File: src/rtl/shp_pkg.sv
// ----------------------------------------------------------------------------
// Shor post-processing package
// Widths, register indexes, result codes, controller states and the command
// and status structures shared by the controller and the datapath.
// ----------------------------------------------------------------------------
package shp_pkg;

  localparam int MEAS_W     = 32;
  localparam int FULL_W     = 33;
  localparam int N_W        = 16;
  localparam int RB_W       = 5;
  localparam int EXP_W      = 17;
  localparam int LHS_W      = 50;
  localparam int DIV_W      = 33;
  localparam int ST_W       = 3;
  localparam int CFG_IDX_W  = 2;
  localparam int CFG_DATA_W = 16;

  // Configuration register indexes.
  localparam logic [CFG_IDX_W-1:0] REG_COMPOSITE_N   = 2'd0;
  localparam logic [CFG_IDX_W-1:0] REG_COPRIME_A     = 2'd1;
  localparam logic [CFG_IDX_W-1:0] REG_REQUIRED_BITS = 2'd2;

  // Register values after reset.
  localparam logic [N_W-1:0]  COMPOSITE_N_RESET   = 16'd15;
  localparam logic [N_W-1:0]  COPRIME_A_RESET     = 16'd7;
  localparam logic [RB_W-1:0] REQUIRED_BITS_RESET = 5'd4;

  typedef enum logic [ST_W-1:0] {
    ST_OK        = 3'd0,
    ST_ZERO      = 3'd1,
    ST_TOO_LARGE = 3'd2,
    ST_ODD       = 3'd3,
    ST_TRIVIAL   = 3'd4,
    ST_NONE      = 3'd5
  } status_t;

  typedef enum logic [4:0] {
    OP_NOP,
    OP_LOAD,
    OP_CF_INIT,
    OP_DIV_EU,
    OP_EU_STEP,
    OP_MUL_QP,
    OP_SHIFT_CONV,
    OP_PS_INIT,
    OP_PS_NEXT,
    OP_PM_INIT,
    OP_PM_BASE,
    OP_PM_MUL,
    OP_PM_ACC,
    OP_PM_SQ,
    OP_PM_SQD,
    OP_G1_INIT,
    OP_G_DIV,
    OP_G_STEP,
    OP_G1_SAVE,
    OP_G2_SAVE,
    OP_RES
  } dp_op_t;

  typedef enum logic [4:0] {
    S_IDLE,
    S_ZERO,
    S_EU_DIV,
    S_EU_WAIT,
    S_TERM,
    S_QCHK,
    S_CLOSE,
    S_PM_INIT,
    S_PM_BASE,
    S_PM_BIT,
    S_PM_MULW,
    S_PM_SQ,
    S_PM_SQW,
    S_PM_DONE,
    S_G_CHK,
    S_G_WAIT,
    S_G_FIN,
    S_OUT
  } ctrl_state_t;

  typedef struct packed {
    dp_op_t  op;
    logic    half;
    status_t code;
  } dp_cmd_t;

  typedef struct packed {
    logic meas_zero;
    logic eu_end;
    logic div_done;
    logic term_big;
    logic q_big;
    logic close;
    logic ebits_zero;
    logic ebit0;
    logic pm_one;
    logic e_lt_n;
    logic e_odd;
    logic x_zero;
    logic g_trivial;
    logic out_busy;
  } dp_stat_t;

endpackage

File: src/rtl/shp_in_if.sv
// ----------------------------------------------------------------------------
// Measurement channel
// Valid/ready channel carrying one measured counting register value.
// ----------------------------------------------------------------------------
interface shp_in_if;
  logic                        valid;
  logic                        ready;
  logic [shp_pkg::MEAS_W-1:0]  measurement;

  modport source (output valid, output measurement, input ready);
  modport sink   (input valid, input measurement, output ready);
endinterface

File: src/rtl/shp_out_if.sv
// ----------------------------------------------------------------------------
// Result channel
// Valid/ready channel carrying the two factors and the result status.
// ----------------------------------------------------------------------------
interface shp_out_if;
  logic                       valid;
  logic                       ready;
  logic [shp_pkg::N_W-1:0]    factor_one;
  logic [shp_pkg::N_W-1:0]    factor_two;
  logic [shp_pkg::ST_W-1:0]   status;

  modport source (output valid, output factor_one, output factor_two, output status,
                  input ready);
  modport sink   (input valid, input factor_one, input factor_two, input status,
                  output ready);
endinterface

File: src/rtl/shp_div.sv
// ----------------------------------------------------------------------------
// Shared restoring divider
// Produces one quotient bit per cycle; quotient and remainder are valid
// when done pulses.
// ----------------------------------------------------------------------------
module shp_div (
  input  logic                       clk,
  input  logic                       rst,
  input  logic                       start,
  input  logic [shp_pkg::DIV_W-1:0]  dividend,
  input  logic [shp_pkg::DIV_W-1:0]  divisor,
  output logic                       busy,
  output logic                       done,
  output logic [shp_pkg::DIV_W-1:0]  quo,
  output logic [shp_pkg::DIV_W-1:0]  rem
);
  import shp_pkg::*;

  localparam int CNT_W = $clog2(DIV_W + 1);

  logic [DIV_W:0]   part;
  logic [DIV_W-1:0] quo_r;
  logic [DIV_W-1:0] dsr;
  logic [CNT_W-1:0] cnt;
  logic [DIV_W:0]   shifted;
  logic             ge;

  // One restoring step: shift in the next dividend bit and try to subtract.
  assign shifted = {part[DIV_W-1:0], quo_r[DIV_W-1]};
  assign ge      = shifted >= {1'b0, dsr};

  always_ff @(posedge clk) begin
    if (rst) begin
      busy <= 1'b0;
      done <= 1'b0;
      cnt  <= '0;
    end else begin
      done <= 1'b0;
      if (start) begin
        busy <= 1'b1;
        cnt  <= CNT_W'(DIV_W);
      end else if (busy) begin
        cnt <= cnt - 1'b1;
        if (cnt == CNT_W'(1)) begin
          busy <= 1'b0;
          done <= 1'b1;
        end
      end
    end
  end

  // Operand and partial remainder registers.
  always_ff @(posedge clk) begin
    if (start) begin
      part  <= '0;
      quo_r <= dividend;
      dsr   <= divisor;
    end else if (busy) begin
      part  <= ge ? (shifted - {1'b0, dsr}) : shifted;
      quo_r <= {quo_r[DIV_W-2:0], ge};
    end
  end

  assign quo = quo_r;
  assign rem = part[DIV_W-1:0];

endmodule

File: src/rtl/shp_dp.sv
// ----------------------------------------------------------------------------
// Shor post-processing datapath
// Configuration registers, continued fraction and convergent registers,
// modular exponentiation and gcd registers around the shared divider, and
// the result register.
// ----------------------------------------------------------------------------
module shp_dp #(
  parameter int MAX_BITS  = 16,
  parameter int MAX_TERMS = 48
) (
  input  logic                            clk,
  input  logic                            rst,
  input  logic                            cfg_we,
  input  logic [shp_pkg::CFG_IDX_W-1:0]   cfg_index,
  input  logic [shp_pkg::CFG_DATA_W-1:0]  cfg_data,
  input  logic [shp_pkg::MEAS_W-1:0]      meas_in,
  input  shp_pkg::dp_cmd_t                cmd,
  output shp_pkg::dp_stat_t               stat,
  output logic                            out_valid,
  input  logic                            out_ready,
  output logic [shp_pkg::N_W-1:0]         factor_one,
  output logic [shp_pkg::N_W-1:0]         factor_two,
  output logic [shp_pkg::ST_W-1:0]        status
);
  import shp_pkg::*;

  localparam int CNT_W = $clog2(MAX_TERMS + 1);

  // Configuration.
  logic [N_W-1:0]   modn;
  logic [N_W-1:0]   base_a;
  logic [RB_W-1:0]  req_bits;

  // Expansion and convergents.
  logic [MEAS_W-1:0] meas_r;
  logic [FULL_W-1:0] top_r;
  logic [FULL_W-1:0] bot_r;
  logic [CNT_W-1:0]  count_r;
  logic [FULL_W-1:0] term_r;
  logic [N_W-1:0]    qm1, qm2, pm1, pm2;
  logic [2*N_W-1:0]  qn, pn;
  logic [MEAS_W+N_W-1:0] lhs_r;

  // Period search, exponentiation and gcd.
  logic [EXP_W-1:0] e_r;
  logic [EXP_W-1:0] ebits;
  logic [N_W-1:0]   base_r;
  logic [N_W-1:0]   acc_r;
  logic [N_W-1:0]   h_r;
  logic [N_W-1:0]   gx, gy;
  logic [N_W-1:0]   g1_r, g2_r;

  // Divider connection.
  logic             div_start;
  logic             div_busy;
  logic             div_done;
  logic [DIV_W-1:0] div_a, div_b, div_q, div_r;
  logic [N_W-1:0]   mul_x, mul_y;
  logic [2*N_W-1:0] mul_p;

  // Derived values.
  logic [RB_W-1:0]   rb_eff;
  logic [5:0]        sh2n;
  logic [FULL_W-1:0] full_w;
  logic [FULL_W-1:0] mask_w;
  logic [LHS_W-1:0]  lhs2, rhs, diff;
  logic [N_W:0]      h_inc;

  // Width is clamped to MAX_BITS; full is 2^(2n).
  assign rb_eff = (req_bits > RB_W'(MAX_BITS)) ? RB_W'(MAX_BITS) : req_bits;
  assign sh2n   = {rb_eff, 1'b0};
  assign full_w = FULL_W'(1) << sh2n;
  assign mask_w = full_w - FULL_W'(1);

  // Closeness: |2*m*q - 2*full*p| against q.
  assign lhs2 = {1'b0, lhs_r, 1'b0};
  assign rhs  = {{(LHS_W - N_W){1'b0}}, pm1} << (sh2n + 6'd1);
  assign diff = (lhs2 >= rhs) ? (lhs2 - rhs) : (rhs - lhs2);

  assign h_inc = {1'b0, h_r} + 1'b1;

  // Single 16x16 modular product feeding the divider.
  always_comb begin
    mul_x = acc_r;
    mul_y = base_r;
    if (cmd.op == OP_PM_SQ) begin
      mul_x = base_r;
    end
  end
  assign mul_p = mul_x * mul_y;

  // Divider operand selection.
  always_comb begin
    div_start = 1'b0;
    div_a     = top_r;
    div_b     = bot_r;
    case (cmd.op)
      OP_DIV_EU: begin
        div_start = 1'b1;
      end
      OP_PM_INIT: begin
        div_start = 1'b1;
        div_a     = {{(DIV_W - N_W){1'b0}}, base_a};
        div_b     = {{(DIV_W - N_W){1'b0}}, modn};
      end
      OP_PM_MUL, OP_PM_SQ: begin
        div_start = 1'b1;
        div_a     = {1'b0, mul_p};
        div_b     = {{(DIV_W - N_W){1'b0}}, modn};
      end
      OP_G_DIV: begin
        div_start = 1'b1;
        div_a     = {{(DIV_W - N_W){1'b0}}, gy};
        div_b     = {{(DIV_W - N_W){1'b0}}, gx};
      end
      default: begin
        div_start = 1'b0;
      end
    endcase
  end

  shp_div u_div (
    .clk      (clk),
    .rst      (rst),
    .start    (div_start),
    .dividend (div_a),
    .divisor  (div_b),
    .busy     (div_busy),
    .done     (div_done),
    .quo      (div_q),
    .rem      (div_r)
  );

  // Configuration registers.
  always_ff @(posedge clk) begin
    if (rst) begin
      modn     <= COMPOSITE_N_RESET;
      base_a   <= COPRIME_A_RESET;
      req_bits <= REQUIRED_BITS_RESET;
    end else if (cfg_we) begin
      case (cfg_index)
        REG_COMPOSITE_N:   modn     <= cfg_data;
        REG_COPRIME_A:     base_a   <= cfg_data;
        REG_REQUIRED_BITS: req_bits <= cfg_data[RB_W-1:0];
        default:           ;
      endcase
    end
  end

  // Working registers, updated by the command of each cycle.
  always_ff @(posedge clk) begin
    case (cmd.op)
      OP_LOAD: begin
        meas_r <= meas_in & mask_w[MEAS_W-1:0];
      end
      OP_CF_INIT: begin
        top_r   <= full_w;
        bot_r   <= {1'b0, meas_r};
        count_r <= '0;
        qm2     <= '0;
        qm1     <= N_W'(1);
        pm2     <= N_W'(1);
        pm1     <= '0;
      end
      OP_EU_STEP: begin
        term_r  <= div_q;
        top_r   <= bot_r;
        bot_r   <= div_r;
        count_r <= count_r + 1'b1;
      end
      OP_MUL_QP: begin
        qn <= term_r[N_W-1:0] * qm1 + {{N_W{1'b0}}, qm2};
        pn <= term_r[N_W-1:0] * pm1 + {{N_W{1'b0}}, pm2};
      end
      OP_SHIFT_CONV: begin
        lhs_r <= meas_r * qn[N_W-1:0];
        qm2   <= qm1;
        qm1   <= qn[N_W-1:0];
        pm2   <= pm1;
        pm1   <= pn[N_W-1:0];
      end
      OP_PS_INIT: begin
        e_r <= {1'b0, qm1};
      end
      OP_PS_NEXT: begin
        e_r <= e_r + {1'b0, qm1};
      end
      OP_PM_INIT: begin
        ebits <= cmd.half ? (e_r >> 1) : e_r;
        acc_r <= N_W'(1);
      end
      OP_PM_BASE: begin
        base_r <= div_r[N_W-1:0];
      end
      OP_PM_ACC: begin
        acc_r <= div_r[N_W-1:0];
      end
      OP_PM_SQD: begin
        base_r <= div_r[N_W-1:0];
        ebits  <= ebits >> 1;
      end
      OP_G1_INIT: begin
        h_r <= acc_r;
        gx  <= (acc_r == '0) ? (modn - 1'b1) : (acc_r - 1'b1);
        gy  <= modn;
      end
      OP_G_STEP: begin
        gy <= gx;
        gx <= div_r[N_W-1:0];
      end
      OP_G1_SAVE: begin
        g1_r <= gy;
        gx   <= (h_inc == {1'b0, modn}) ? '0 : h_inc[N_W-1:0];
        gy   <= modn;
      end
      OP_G2_SAVE: begin
        g2_r <= gy;
      end
      default: ;
    endcase
  end

  // Result register.
  always_ff @(posedge clk) begin
    if (rst) begin
      out_valid <= 1'b0;
    end else if (cmd.op == OP_RES) begin
      out_valid <= 1'b1;
    end else if (out_ready) begin
      out_valid <= 1'b0;
    end
  end

  always_ff @(posedge clk) begin
    if (cmd.op == OP_RES) begin
      status     <= cmd.code;
      factor_one <= (cmd.code == ST_OK) ? g1_r : '0;
      factor_two <= (cmd.code == ST_OK) ? g2_r : '0;
    end
  end

  // Status towards the controller.
  always_comb begin
    stat.meas_zero  = (meas_r == '0);
    stat.eu_end     = (bot_r == '0) || (count_r == CNT_W'(MAX_TERMS));
    stat.div_done   = div_done;
    stat.term_big   = term_r > {{(FULL_W - N_W){1'b0}}, modn};
    stat.q_big      = qn > {{N_W{1'b0}}, modn};
    stat.close      = diff < {{(LHS_W - N_W){1'b0}}, qm1};
    stat.ebits_zero = (ebits == '0);
    stat.ebit0      = ebits[0];
    stat.pm_one     = (acc_r == N_W'(1));
    stat.e_lt_n     = e_r < {1'b0, modn};
    stat.e_odd      = e_r[0];
    stat.x_zero     = (gx == '0);
    stat.g_trivial  = (g1_r == N_W'(1)) || (g2_r == N_W'(1));
    stat.out_busy   = out_valid && !out_ready;
  end

  // The divider is only started when it has finished its previous job.
  a_div_free: assert property (@(posedge clk) disable iff (rst)
    div_start |-> !div_busy)
    else $error("divider started while busy");

  // A result load always presents a result in the next cycle.
  a_res_shown: assert property (@(posedge clk) disable iff (rst)
    (cmd.op == OP_RES) |=> out_valid)
    else $error("result loaded but not presented");

  // Every accepted convergent has a non-zero denominator.
  a_denom_nz: assert property (@(posedge clk) disable iff (rst)
    (cmd.op == OP_SHIFT_CONV) |=> (qm1 != '0))
    else $error("zero convergent denominator");

endmodule

File: src/rtl/shp_ctrl.sv
// ----------------------------------------------------------------------------
// Shor post-processing controller
// Sequences the continued fraction expansion, the closeness test, the
// period search by modular exponentiation and the two gcd computations.
// ----------------------------------------------------------------------------
module shp_ctrl (
  input  logic               clk,
  input  logic               rst,
  input  logic               in_valid,
  output logic               in_ready,
  input  shp_pkg::dp_stat_t  stat,
  output shp_pkg::dp_cmd_t   cmd
);
  import shp_pkg::*;

  ctrl_state_t state, state_next;
  logic        half, half_next;
  logic        gsel, gsel_next;
  status_t     code, code_next;

  // State and context registers.
  always_ff @(posedge clk) begin
    if (rst) begin
      state <= S_IDLE;
      half  <= 1'b0;
      gsel  <= 1'b0;
      code  <= ST_OK;
    end else begin
      state <= state_next;
      half  <= half_next;
      gsel  <= gsel_next;
      code  <= code_next;
    end
  end

  // Next state and commands.
  always_comb begin
    state_next = state;
    half_next  = half;
    gsel_next  = gsel;
    code_next  = code;
    in_ready   = 1'b0;
    cmd.op     = OP_NOP;
    cmd.half   = half;
    cmd.code   = code;
    case (state)
      S_IDLE: begin
        in_ready = 1'b1;
        if (in_valid) begin
          cmd.op     = OP_LOAD;
          state_next = S_ZERO;
        end
      end
      S_ZERO: begin
        if (stat.meas_zero) begin
          code_next  = ST_ZERO;
          state_next = S_OUT;
        end else begin
          cmd.op     = OP_CF_INIT;
          state_next = S_EU_DIV;
        end
      end
      S_EU_DIV: begin
        if (stat.eu_end) begin
          code_next  = ST_NONE;
          state_next = S_OUT;
        end else begin
          cmd.op     = OP_DIV_EU;
          state_next = S_EU_WAIT;
        end
      end
      S_EU_WAIT: begin
        if (stat.div_done) begin
          cmd.op     = OP_EU_STEP;
          state_next = S_TERM;
        end
      end
      S_TERM: begin
        if (stat.term_big) begin
          code_next  = ST_TOO_LARGE;
          state_next = S_OUT;
        end else begin
          cmd.op     = OP_MUL_QP;
          state_next = S_QCHK;
        end
      end
      S_QCHK: begin
        if (stat.q_big) begin
          code_next  = ST_TOO_LARGE;
          state_next = S_OUT;
        end else begin
          cmd.op     = OP_SHIFT_CONV;
          state_next = S_CLOSE;
        end
      end
      S_CLOSE: begin
        if (stat.close) begin
          cmd.op     = OP_PS_INIT;
          half_next  = 1'b0;
          state_next = S_PM_INIT;
        end else begin
          state_next = S_EU_DIV;
        end
      end
      S_PM_INIT: begin
        cmd.op     = OP_PM_INIT;
        state_next = S_PM_BASE;
      end
      S_PM_BASE: begin
        if (stat.div_done) begin
          cmd.op     = OP_PM_BASE;
          state_next = S_PM_BIT;
        end
      end
      S_PM_BIT: begin
        if (stat.ebits_zero) begin
          state_next = S_PM_DONE;
        end else if (stat.ebit0) begin
          cmd.op     = OP_PM_MUL;
          state_next = S_PM_MULW;
        end else begin
          state_next = S_PM_SQ;
        end
      end
      S_PM_MULW: begin
        if (stat.div_done) begin
          cmd.op     = OP_PM_ACC;
          state_next = S_PM_SQ;
        end
      end
      S_PM_SQ: begin
        cmd.op     = OP_PM_SQ;
        state_next = S_PM_SQW;
      end
      S_PM_SQW: begin
        if (stat.div_done) begin
          cmd.op     = OP_PM_SQD;
          state_next = S_PM_BIT;
        end
      end
      S_PM_DONE: begin
        if (half) begin
          cmd.op     = OP_G1_INIT;
          gsel_next  = 1'b0;
          state_next = S_G_CHK;
        end else if (stat.pm_one) begin
          if (stat.e_odd) begin
            code_next  = ST_ODD;
            state_next = S_OUT;
          end else begin
            half_next  = 1'b1;
            state_next = S_PM_INIT;
          end
        end else if (stat.e_lt_n) begin
          cmd.op     = OP_PS_NEXT;
          state_next = S_PM_INIT;
        end else begin
          state_next = S_EU_DIV;
        end
      end
      S_G_CHK: begin
        if (!stat.x_zero) begin
          cmd.op     = OP_G_DIV;
          state_next = S_G_WAIT;
        end else if (!gsel) begin
          cmd.op     = OP_G1_SAVE;
          gsel_next  = 1'b1;
        end else begin
          cmd.op     = OP_G2_SAVE;
          state_next = S_G_FIN;
        end
      end
      S_G_WAIT: begin
        if (stat.div_done) begin
          cmd.op     = OP_G_STEP;
          state_next = S_G_CHK;
        end
      end
      S_G_FIN: begin
        code_next  = stat.g_trivial ? ST_TRIVIAL : ST_OK;
        state_next = S_OUT;
      end
      S_OUT: begin
        if (!stat.out_busy) begin
          cmd.op     = OP_RES;
          state_next = S_IDLE;
        end
      end
      default: begin
        state_next = S_IDLE;
      end
    endcase
  end

endmodule

File: src/rtl/shor_period_post_processing_core.sv
// ----------------------------------------------------------------------------
// Shor period post-processing core
// Turns one measurement of the counting register into the two factors of N.
// ----------------------------------------------------------------------------
// One measurement is taken at a time and always gives exactly one result.
// The time per item depends on the data: every division is done on one
// shared restoring divider. The exponent of each modular exponentiation has
// at most 17 bits. The period search runs one exponentiation per tried
// multiple of the denominator, so the number of exponentiations grows with
// N / q. A new measurement is taken while the previous result still waits
// in the output register; a finished result waits until that register is
// free.
module shor_period_post_processing_core #(
  parameter int MAX_BITS  = 16,
  parameter int MAX_TERMS = 48
) (
  input  logic                            clk,
  input  logic                            rst,
  input  logic                            cfg_we,
  input  logic [shp_pkg::CFG_IDX_W-1:0]   cfg_index,
  input  logic [shp_pkg::CFG_DATA_W-1:0]  cfg_data,
  shp_in_if.sink                          measure,
  shp_out_if.source                       result
);
  import shp_pkg::*;

  dp_cmd_t  cmd;
  dp_stat_t stat;

  // Sequencer.
  shp_ctrl u_ctrl (
    .clk      (clk),
    .rst      (rst),
    .in_valid (measure.valid),
    .in_ready (measure.ready),
    .stat     (stat),
    .cmd      (cmd)
  );

  // Arithmetic and result register.
  shp_dp #(
    .MAX_BITS  (MAX_BITS),
    .MAX_TERMS (MAX_TERMS)
  ) u_dp (
    .clk        (clk),
    .rst        (rst),
    .cfg_we     (cfg_we),
    .cfg_index  (cfg_index),
    .cfg_data   (cfg_data),
    .meas_in    (measure.measurement),
    .cmd        (cmd),
    .stat       (stat),
    .out_valid  (result.valid),
    .out_ready  (result.ready),
    .factor_one (result.factor_one),
    .factor_two (result.factor_two),
    .status     (result.status)
  );

endmodule
File: src/flat_wrapper.sv
// flat-port wrapper written by rule: the top's interface ports become plain ports
module shor_period_post_processing_core_flat import shp_pkg::*;
#(
  parameter int MAX_BITS  = 16,
  parameter int MAX_TERMS = 48
)
  (clk, rst, cfg_we, cfg_index, cfg_data, measure_valid, measure_measurement, measure_ready, result_valid, result_factor_one, result_factor_two, result_status, result_ready);
  shp_in_if measure_i ();
  shp_out_if result_i ();
  input  logic clk;
  input  logic rst;
  input  logic cfg_we;
  input  logic [shp_pkg::CFG_IDX_W-1:0] cfg_index;
  input  logic [shp_pkg::CFG_DATA_W-1:0] cfg_data;
  input wire logic [$bits(measure_i.valid)-1:0] measure_valid;
  input wire logic [$bits(measure_i.measurement)-1:0] measure_measurement;
  output wire logic [$bits(measure_i.ready)-1:0] measure_ready;
  output wire logic [$bits(result_i.valid)-1:0] result_valid;
  output wire logic [$bits(result_i.factor_one)-1:0] result_factor_one;
  output wire logic [$bits(result_i.factor_two)-1:0] result_factor_two;
  output wire logic [$bits(result_i.status)-1:0] result_status;
  input wire logic [$bits(result_i.ready)-1:0] result_ready;
  assign measure_i.valid = measure_valid;
  assign measure_i.measurement = measure_measurement;
  assign measure_ready = measure_i.ready;
  assign result_valid = result_i.valid;
  assign result_factor_one = result_i.factor_one;
  assign result_factor_two = result_i.factor_two;
  assign result_status = result_i.status;
  assign result_i.ready = result_ready;
  shor_period_post_processing_core #(.MAX_BITS(MAX_BITS), .MAX_TERMS(MAX_TERMS)) u_core (.clk(clk), .rst(rst), .cfg_we(cfg_we), .cfg_index(cfg_index), .cfg_data(cfg_data), .measure(measure_i), .result(result_i));
endmodule
File: config.mk
export PLATFORM = sky130hd
export DESIGN_NAME = shor_period_post_processing_core_flat
export DESIGN_NICKNAME = d
export VERILOG_FILES = /design/src/rtl/shp_pkg.sv /design/src/rtl/shp_in_if.sv /design/src/rtl/shp_out_if.sv /design/src/rtl/shp_div.sv /design/src/rtl/shp_dp.sv /design/src/rtl/shp_ctrl.sv /design/src/rtl/shor_period_post_processing_core.sv /design/src/flat_wrapper.sv
export SDC_FILE = /design/constraint.sdc
export NUM_CORES = 2
export LEC_CHECK = 0
export BUFFER_PORTS_ARGS = -buffer_cell sky130_fd_sc_hd__buf_2
export CAP_MARGIN = 20
export CORE_MARGIN = 10
export CORE_UTILIZATION = 60
export CTS_CLUSTER_SIZE = 8
export DETAILED_ROUTE_END_ITERATION = 6
export HOLD_SLACK_MARGIN = 0.02
export PLACE_DENSITY = 0.84
export SETUP_SLACK_MARGIN = 0.15
export SLEW_MARGIN = 20
export SYNTH_ARGS = -nofsm -noshare
export SYNTH_HDL_FRONTEND = slang
export SYNTH_HIERARCHICAL = 1
export SYNTH_SLANG_ARGS = --single-unit
File: constraint.sdc
create_clock -name clk -period 14.9 [get_ports clk]
set_input_delay 1.49 -clock clk [delete_from_list [all_inputs] [get_ports clk]]
set_output_delay 1.49 -clock clk [all_outputs]
set_load 0.02 [all_outputs]
After elaboration in Yosys (flattened, before gate mapping)
Index checks and enable logic that the tools add are counted.
Operators by class
  $mul: 4
  order comparisons: 7
  shift operators: 2
  muxes and demuxes: 90
  reduce and logical (&&, ||, !) cells: 39
  bitwise operators: 2
  equality and inequality tests: 62
  $add $sub $neg: 13
Operators by type and width (count)
  $pmux 33 s2: 3
  $pmux 16 s2: 6
  $pmux 5 s17: 2
  $mux 33: 3
  $pmux 33 s3: 1
  $mux 5: 18
  $eq 5x4->1 const B: 16
  $pmux 17 s2: 2
  $mul 16x16->32: 2
  $ge 49x50->1: 1
  $lt 50x16->1: 1
  $mux 50: 1
  $shl 16x6->50: 1
  $sub 49x50->50: 1
  $sub 50x49->50: 1
  $eq 16x1->1 const B: 3
  $mul 32x16->48: 1
  $mux 16: 3
  $pmux 16 s3: 1
  $mux 3: 15
  $eq 5x3->1 const B: 8
  $eq 5x5->1 const B: 7
  $ge 34x33->1: 1
  $gt 33x16->1: 1
  other kinds (54): 120
Word-level totals
  output and inout port bits: 37
  word-level logic and storage cells: 258
  bits in registers: 633
  bits of input ports: 55

Depth between registers and ports, before layout
  depth in word-level cells: 14
  depth in mapped cells: 76
  depth with buffers taken out: 69

Modules after synthesis
Netlist, hierarchy kept.
Modules (own cells, without submodules)
  shp_dp: instances 1, cells an instance 7238, seq. area each 15114.5 µm², area an instance 67144.4 µm²
  shp_div: instances 1, cells an instance 611, seq. area each 2802.7 µm², area an instance 6160.9 µm²
  shp_ctrl: instances 1, cells an instance 169, seq. area each 200.2 µm², area an instance 1189.9 µm²

Least setup slack after synthesis
No wires, ideal clock.
  path type: reg-to-reg
  start point: register u_core.u_dp.req_bits[0]
  end point: register u_core.u_dp.bot_r[0], enable pin
  stages on the path, launching flop included: 41
  path slack: -0.249 ns
  period minus slack after synthesis: 15.149 ns
  path buffers: 5
  arrival: 14.469 ns
  data required time: 14.221 ns
  setup time: 0.679 ns
  cell sequence: dfxtp_1 -> inv_1 -> nor2_1 -> clkbuf_1 -> mux2i_1 -> nor2_1 -> a21oi_1 -> nor2_1 -> a21oi_1 -> o21a_1 -> inv_1 -> ha_1 -> clkbuf_1 -> nand4_1 -> a21oi_1 -> o21ai_0 -> a21o_1 -> o21a_1 -> (+5 left out) -> xnor2_1 -> ha_1 -> a21o_1 -> a211o_1 -> o221ai_1 -> a32oi_1 -> a21o_1 -> nor4_1 -> nand4_1 -> or4_1 -> o31ai_1 -> nand4_1 -> nor4_2 -> nand3_1 -> nand4_1 -> clkbuf_1 -> xnor2_1 -> nor4_1
RTL lines
  from (decl): line shp_dp.sv:32  | logic [RB_W-1:0] req_bits;
  from (signal assigned): line shp_dp.sv:144  | REG_REQUIRED_BITS: req_bits <= cfg_data[RB_W-1:0];
  to (signal assigned): line shp_dp.sv:158  | bot_r <= {1'b0, meas_r};
  to (signal assigned): line shp_dp.sv:168  | bot_r <= div_r;
  to (decl): line shp_dp.sv:37  | logic [FULL_W-1:0] bot_r;

==> metrics.md <==
| Metric | Value |
|---|---|
| Most common cell in the netlist | inv_1 |
| Largest cells by area after synthesis | fa_1 25%, edfxtp_1 22%, ha_1 10%, inv_1 6.3%, nand2_1 6.2% |
| Num rows | 129 |
| Port bufs | 91 |
| Fin worst setup slack | 0.522 ns |
| Clock Skews | 0.0892 ns |
| Largest net degree at the start of global routing | 81 |
| Wire per inst | 23.0 um |
| Worst skew pair latency | 0.75 ns |
| GRT overflow | 0 |
| Share of layout cells above drive strength 1 | 0.0999 |
| Core area | 0.123 mm2 |
| Failing checks | design-rule violations |
| Cell mode on critical path | fa_1 |
| # hold bufs at CTS | 0 |
| Sink Count | 633 |
| RD Place Congestion | 1.01 |
| Die Span Y | 372 um |
| Cells after Synth | 8018 |
| Die Wd | 372 um |
| Async SR Flop Fraction | 0 |
| Post-Synth Simple-Gate Area | 0.168 |
| Aggregate global-route resource usage | 0.327 |
| CTS tree | done |
| Post-DP HPWL | 170000 um |
| Full die area | 0.139 mm2 |
| FF+latch count, synth | 633 |
| Largest area contributor in the netlist | fa_1 |
| Number of global-route vias before repair | 63.4k |
| Synth Area in Compound Gates | 0.0999 |
| Avg Inst Size Synth | 9.29 um2 |
| # IOs | 92 |
| Commonest cells in the netlist | 1243 x inv_1, 1233 x nand2_1, 919 x fa_1, 599 x ha_1, 555 x and2_1 |
| Final setup fails | 0 |
| Post-Syn Nets | 9591 |
| First-pass GRT wire length | 353000 um |
| Post-synth top area share | 0.247 |
| Biggest cell delay along the critical path | 0.55 ns |
| Clock buffer depth | 3 |
| Max Clk Rate | 69.5 MHz |
| Adder-cell share of the synthesized area | 0.348 |
| DRC | 10 |
| R2R setup slack | 0.52 ns |
| TritonRoute pass-1 iters | 7 |
| Relative slew slack | 0.216 |
| Max Slew Vio Count | 0 |
| Sequential area share after synthesis | 0.243 |
| ANT nets after route | 0 |
| Setup TNS | 0 ns |
| RSZ-0062 raised after global routing | true |
| Vias per Instance | 6.15 |
| Critical path arrival | 14.87 ns |
| Hold Vio Cnt, Final | 0 |
| Worst path required time | 15.39 ns |
| Synth cell types | 103 |
| Clock root buffer master | clkbuf_16 |
| Post-synth EDFFs | 544 |
| Slowest-stage cell, CP | fa_1 |
| Initial Utilization | 0.603 |
| Tightest Pin Transition | 1.17 ns |
| Max-Cap Viols | 0 |
| XOR/XNOR Fraction of Synth Area | 0.0348 |
| Pre-CTS WS | -0.0150 ns |
| Mux cell area share after synthesis | 0.0207 |
| NumNets Final | 9730 |
| Area Growth Syn to Fin | 10.1% |
| Routed vias | 60.7k |
| CP startpoint kind | flop |
| Combinational family with the most area after synthesis | adder cells |
| Period utilization | 0.965 |
| Clock-pin slew of the registers on the worst-case setup and hold paths | 0.06 ns |
| Top FF cell, synth | edfxtp_1 |
| DR iter-0 viols | 6635 |
| Initial antenna violation count | 10 |
| Mapped cell area | 0.0745 mm2 |
| Crit. End Element | flop |
| Minimum clock period | 14.38 ns |
| Total CTS buffers | 91 |
| Ys Warns | 6 |
| H-tree levels | 3 |
| Max FO, Critical Path | 13 |
| Routed Wire Length | 227000 um |
| Run status | finished, violations left |
| Critical path class | reg -> reg |
| Tightest Hold Check Type | reg -> reg |
path summary, 6_finish.rpt:
path,start,to,cells past startpoint
worst max-delay path,u_core/u_dp/req_bits[4]$_SDFFE_PP0P_,u_core/u_dp/u_div/quo[31]$_DFFE_PP_,71
worst min-delay path,u_core/u_dp/u_div/quo[2]$_DFFE_PP_,u_core/u_dp/term_r[2]$_DFFE_PP_,0
worst max register to register,u_core/u_dp/req_bits[4]$_SDFFE_PP0P_,u_core/u_dp/u_div/quo[31]$_DFFE_PP_,71
worst min register to register,u_core/u_dp/u_div/quo[2]$_DFFE_PP_,u_core/u_dp/term_r[2]$_DFFE_PP_,0
cell families after synthesis:
group,Yosys count
flops,633
buf+inv,1662
mux,145
fa+ha+maj,1518
simple gates,2621
xor+xnor,296
compound gates,1143
per-layer routing:
layer,part of all wire,up-vias,track usage
met5,0.00032,-,0
met4,0.060,14,0.176
met3,0.12,905,0.0856
met2,0.46,3606,0.518
met1,0.37,29885,0.409
li1,-,26290,-
sequential cells by signal, indices dropped and copies added, names as in the netlist, 17 cells and up:
name                    count
u_core/u_dp/lhs_r          48
u_core/u_dp/bot_r          33
u_core/u_dp/term_r         33
u_core/u_dp/top_r          33
u_core/u_dp/u_div/dsr      33
u_core/u_dp/u_div/part     33
u_core/u_dp/u_div/quo      33
u_core/u_dp/meas_r         32
u_core/u_dp/qn             32
u_core/u_dp/e_r            17
u_core/u_dp/ebits          17
critical path, delay by kind of cell (launching register included):
family	cells	cell delay, ns
AOI/OAI and AO/OA	27	4.47
adders and majority gates	9	3.75
and+or+nand+nor	16	2.43
buffers and inverters	13	1.80
muxes	4	1.00
DFF	1	0.38
xor gates and xnor gates	2	0.29
timing repair:
item	4_1_cts	5_1_grt
buffers inserted	0	32
setup endpoints to repair	4	20
gates cloned	0	2
resized for setup	17	172
pin swaps	1	44
final cells by class:
class | instances | area, um2
clock inverters | 10 | 236
diodes | 2 | 5.00
fillers | 9378 | 41400
well taps | 1637 | 2050
inverters | 1245 | 4670
multi-input cells | 5723 | 50900
flip-flops and latches | 633 | 18100
repair buffers | 463 | 3440
clock buffers | 152 | 2560
stage by stage:
step / cells / hold slack, ns / util / cell area, um2
final: 9865 / 0.436 / 0.664 / 82000
after global placement: 9667 / 0.427 / 0.632 / 78000
after detailed placement: 9667 / 0.430 / 0.632 / 78000
after global routing: 9864 / 0.449 / 0.664 / 82000
after floorplan: 8018 / 0.422 / - / 74500
after CTS: 9829 / 0.439 / 0.655 / 80900
cell usage in the layout (no fill, tap or decap), types with 25 or more instances in the layout:
master / netlist / final
xor2_1: 82 / 82
xnor2_1: 214 / 214
o21bai_1: 38 / 38
and3_1: 29 / 28
nor3_1: 77 / 64
clkbuf_1: 354 / 56
mux2i_1: 75 / 52
clkbuf_16: 0 / 93
nand2_1: 1233 / 1227
dfxtp_1: 89 / 86
and2_1: 555 / 555
a21o_1: 108 / 108
o21a_1: 64 / 64
a22oi_1: 29 / 28
o21ai_1: 19 / 33
buf_2: 36 / 91
nor2_1: 291 / 281
o211ai_1: 29 / 29
ha_1: 599 / 585
edfxtp_1: 544 / 544
inv_1: 1243 / 1241
nand3_1: 68 / 66
o21ai_0: 210 / 193
nor4_1: 75 / 70
nand4_1: 60 / 60
nand2b_1: 74 / 68
a21oi_1: 363 / 342
mux2_2: 67 / 63
fa_1: 919 / 916
nor2b_1: 57 / 56
or3_1: 25 / 25
a311oi_1: 27 / 26
buf_4: 12 / 352
Power is not shown: default switching activity piles up to over one toggle a cycle in this logic, so the estimate is an artifact.
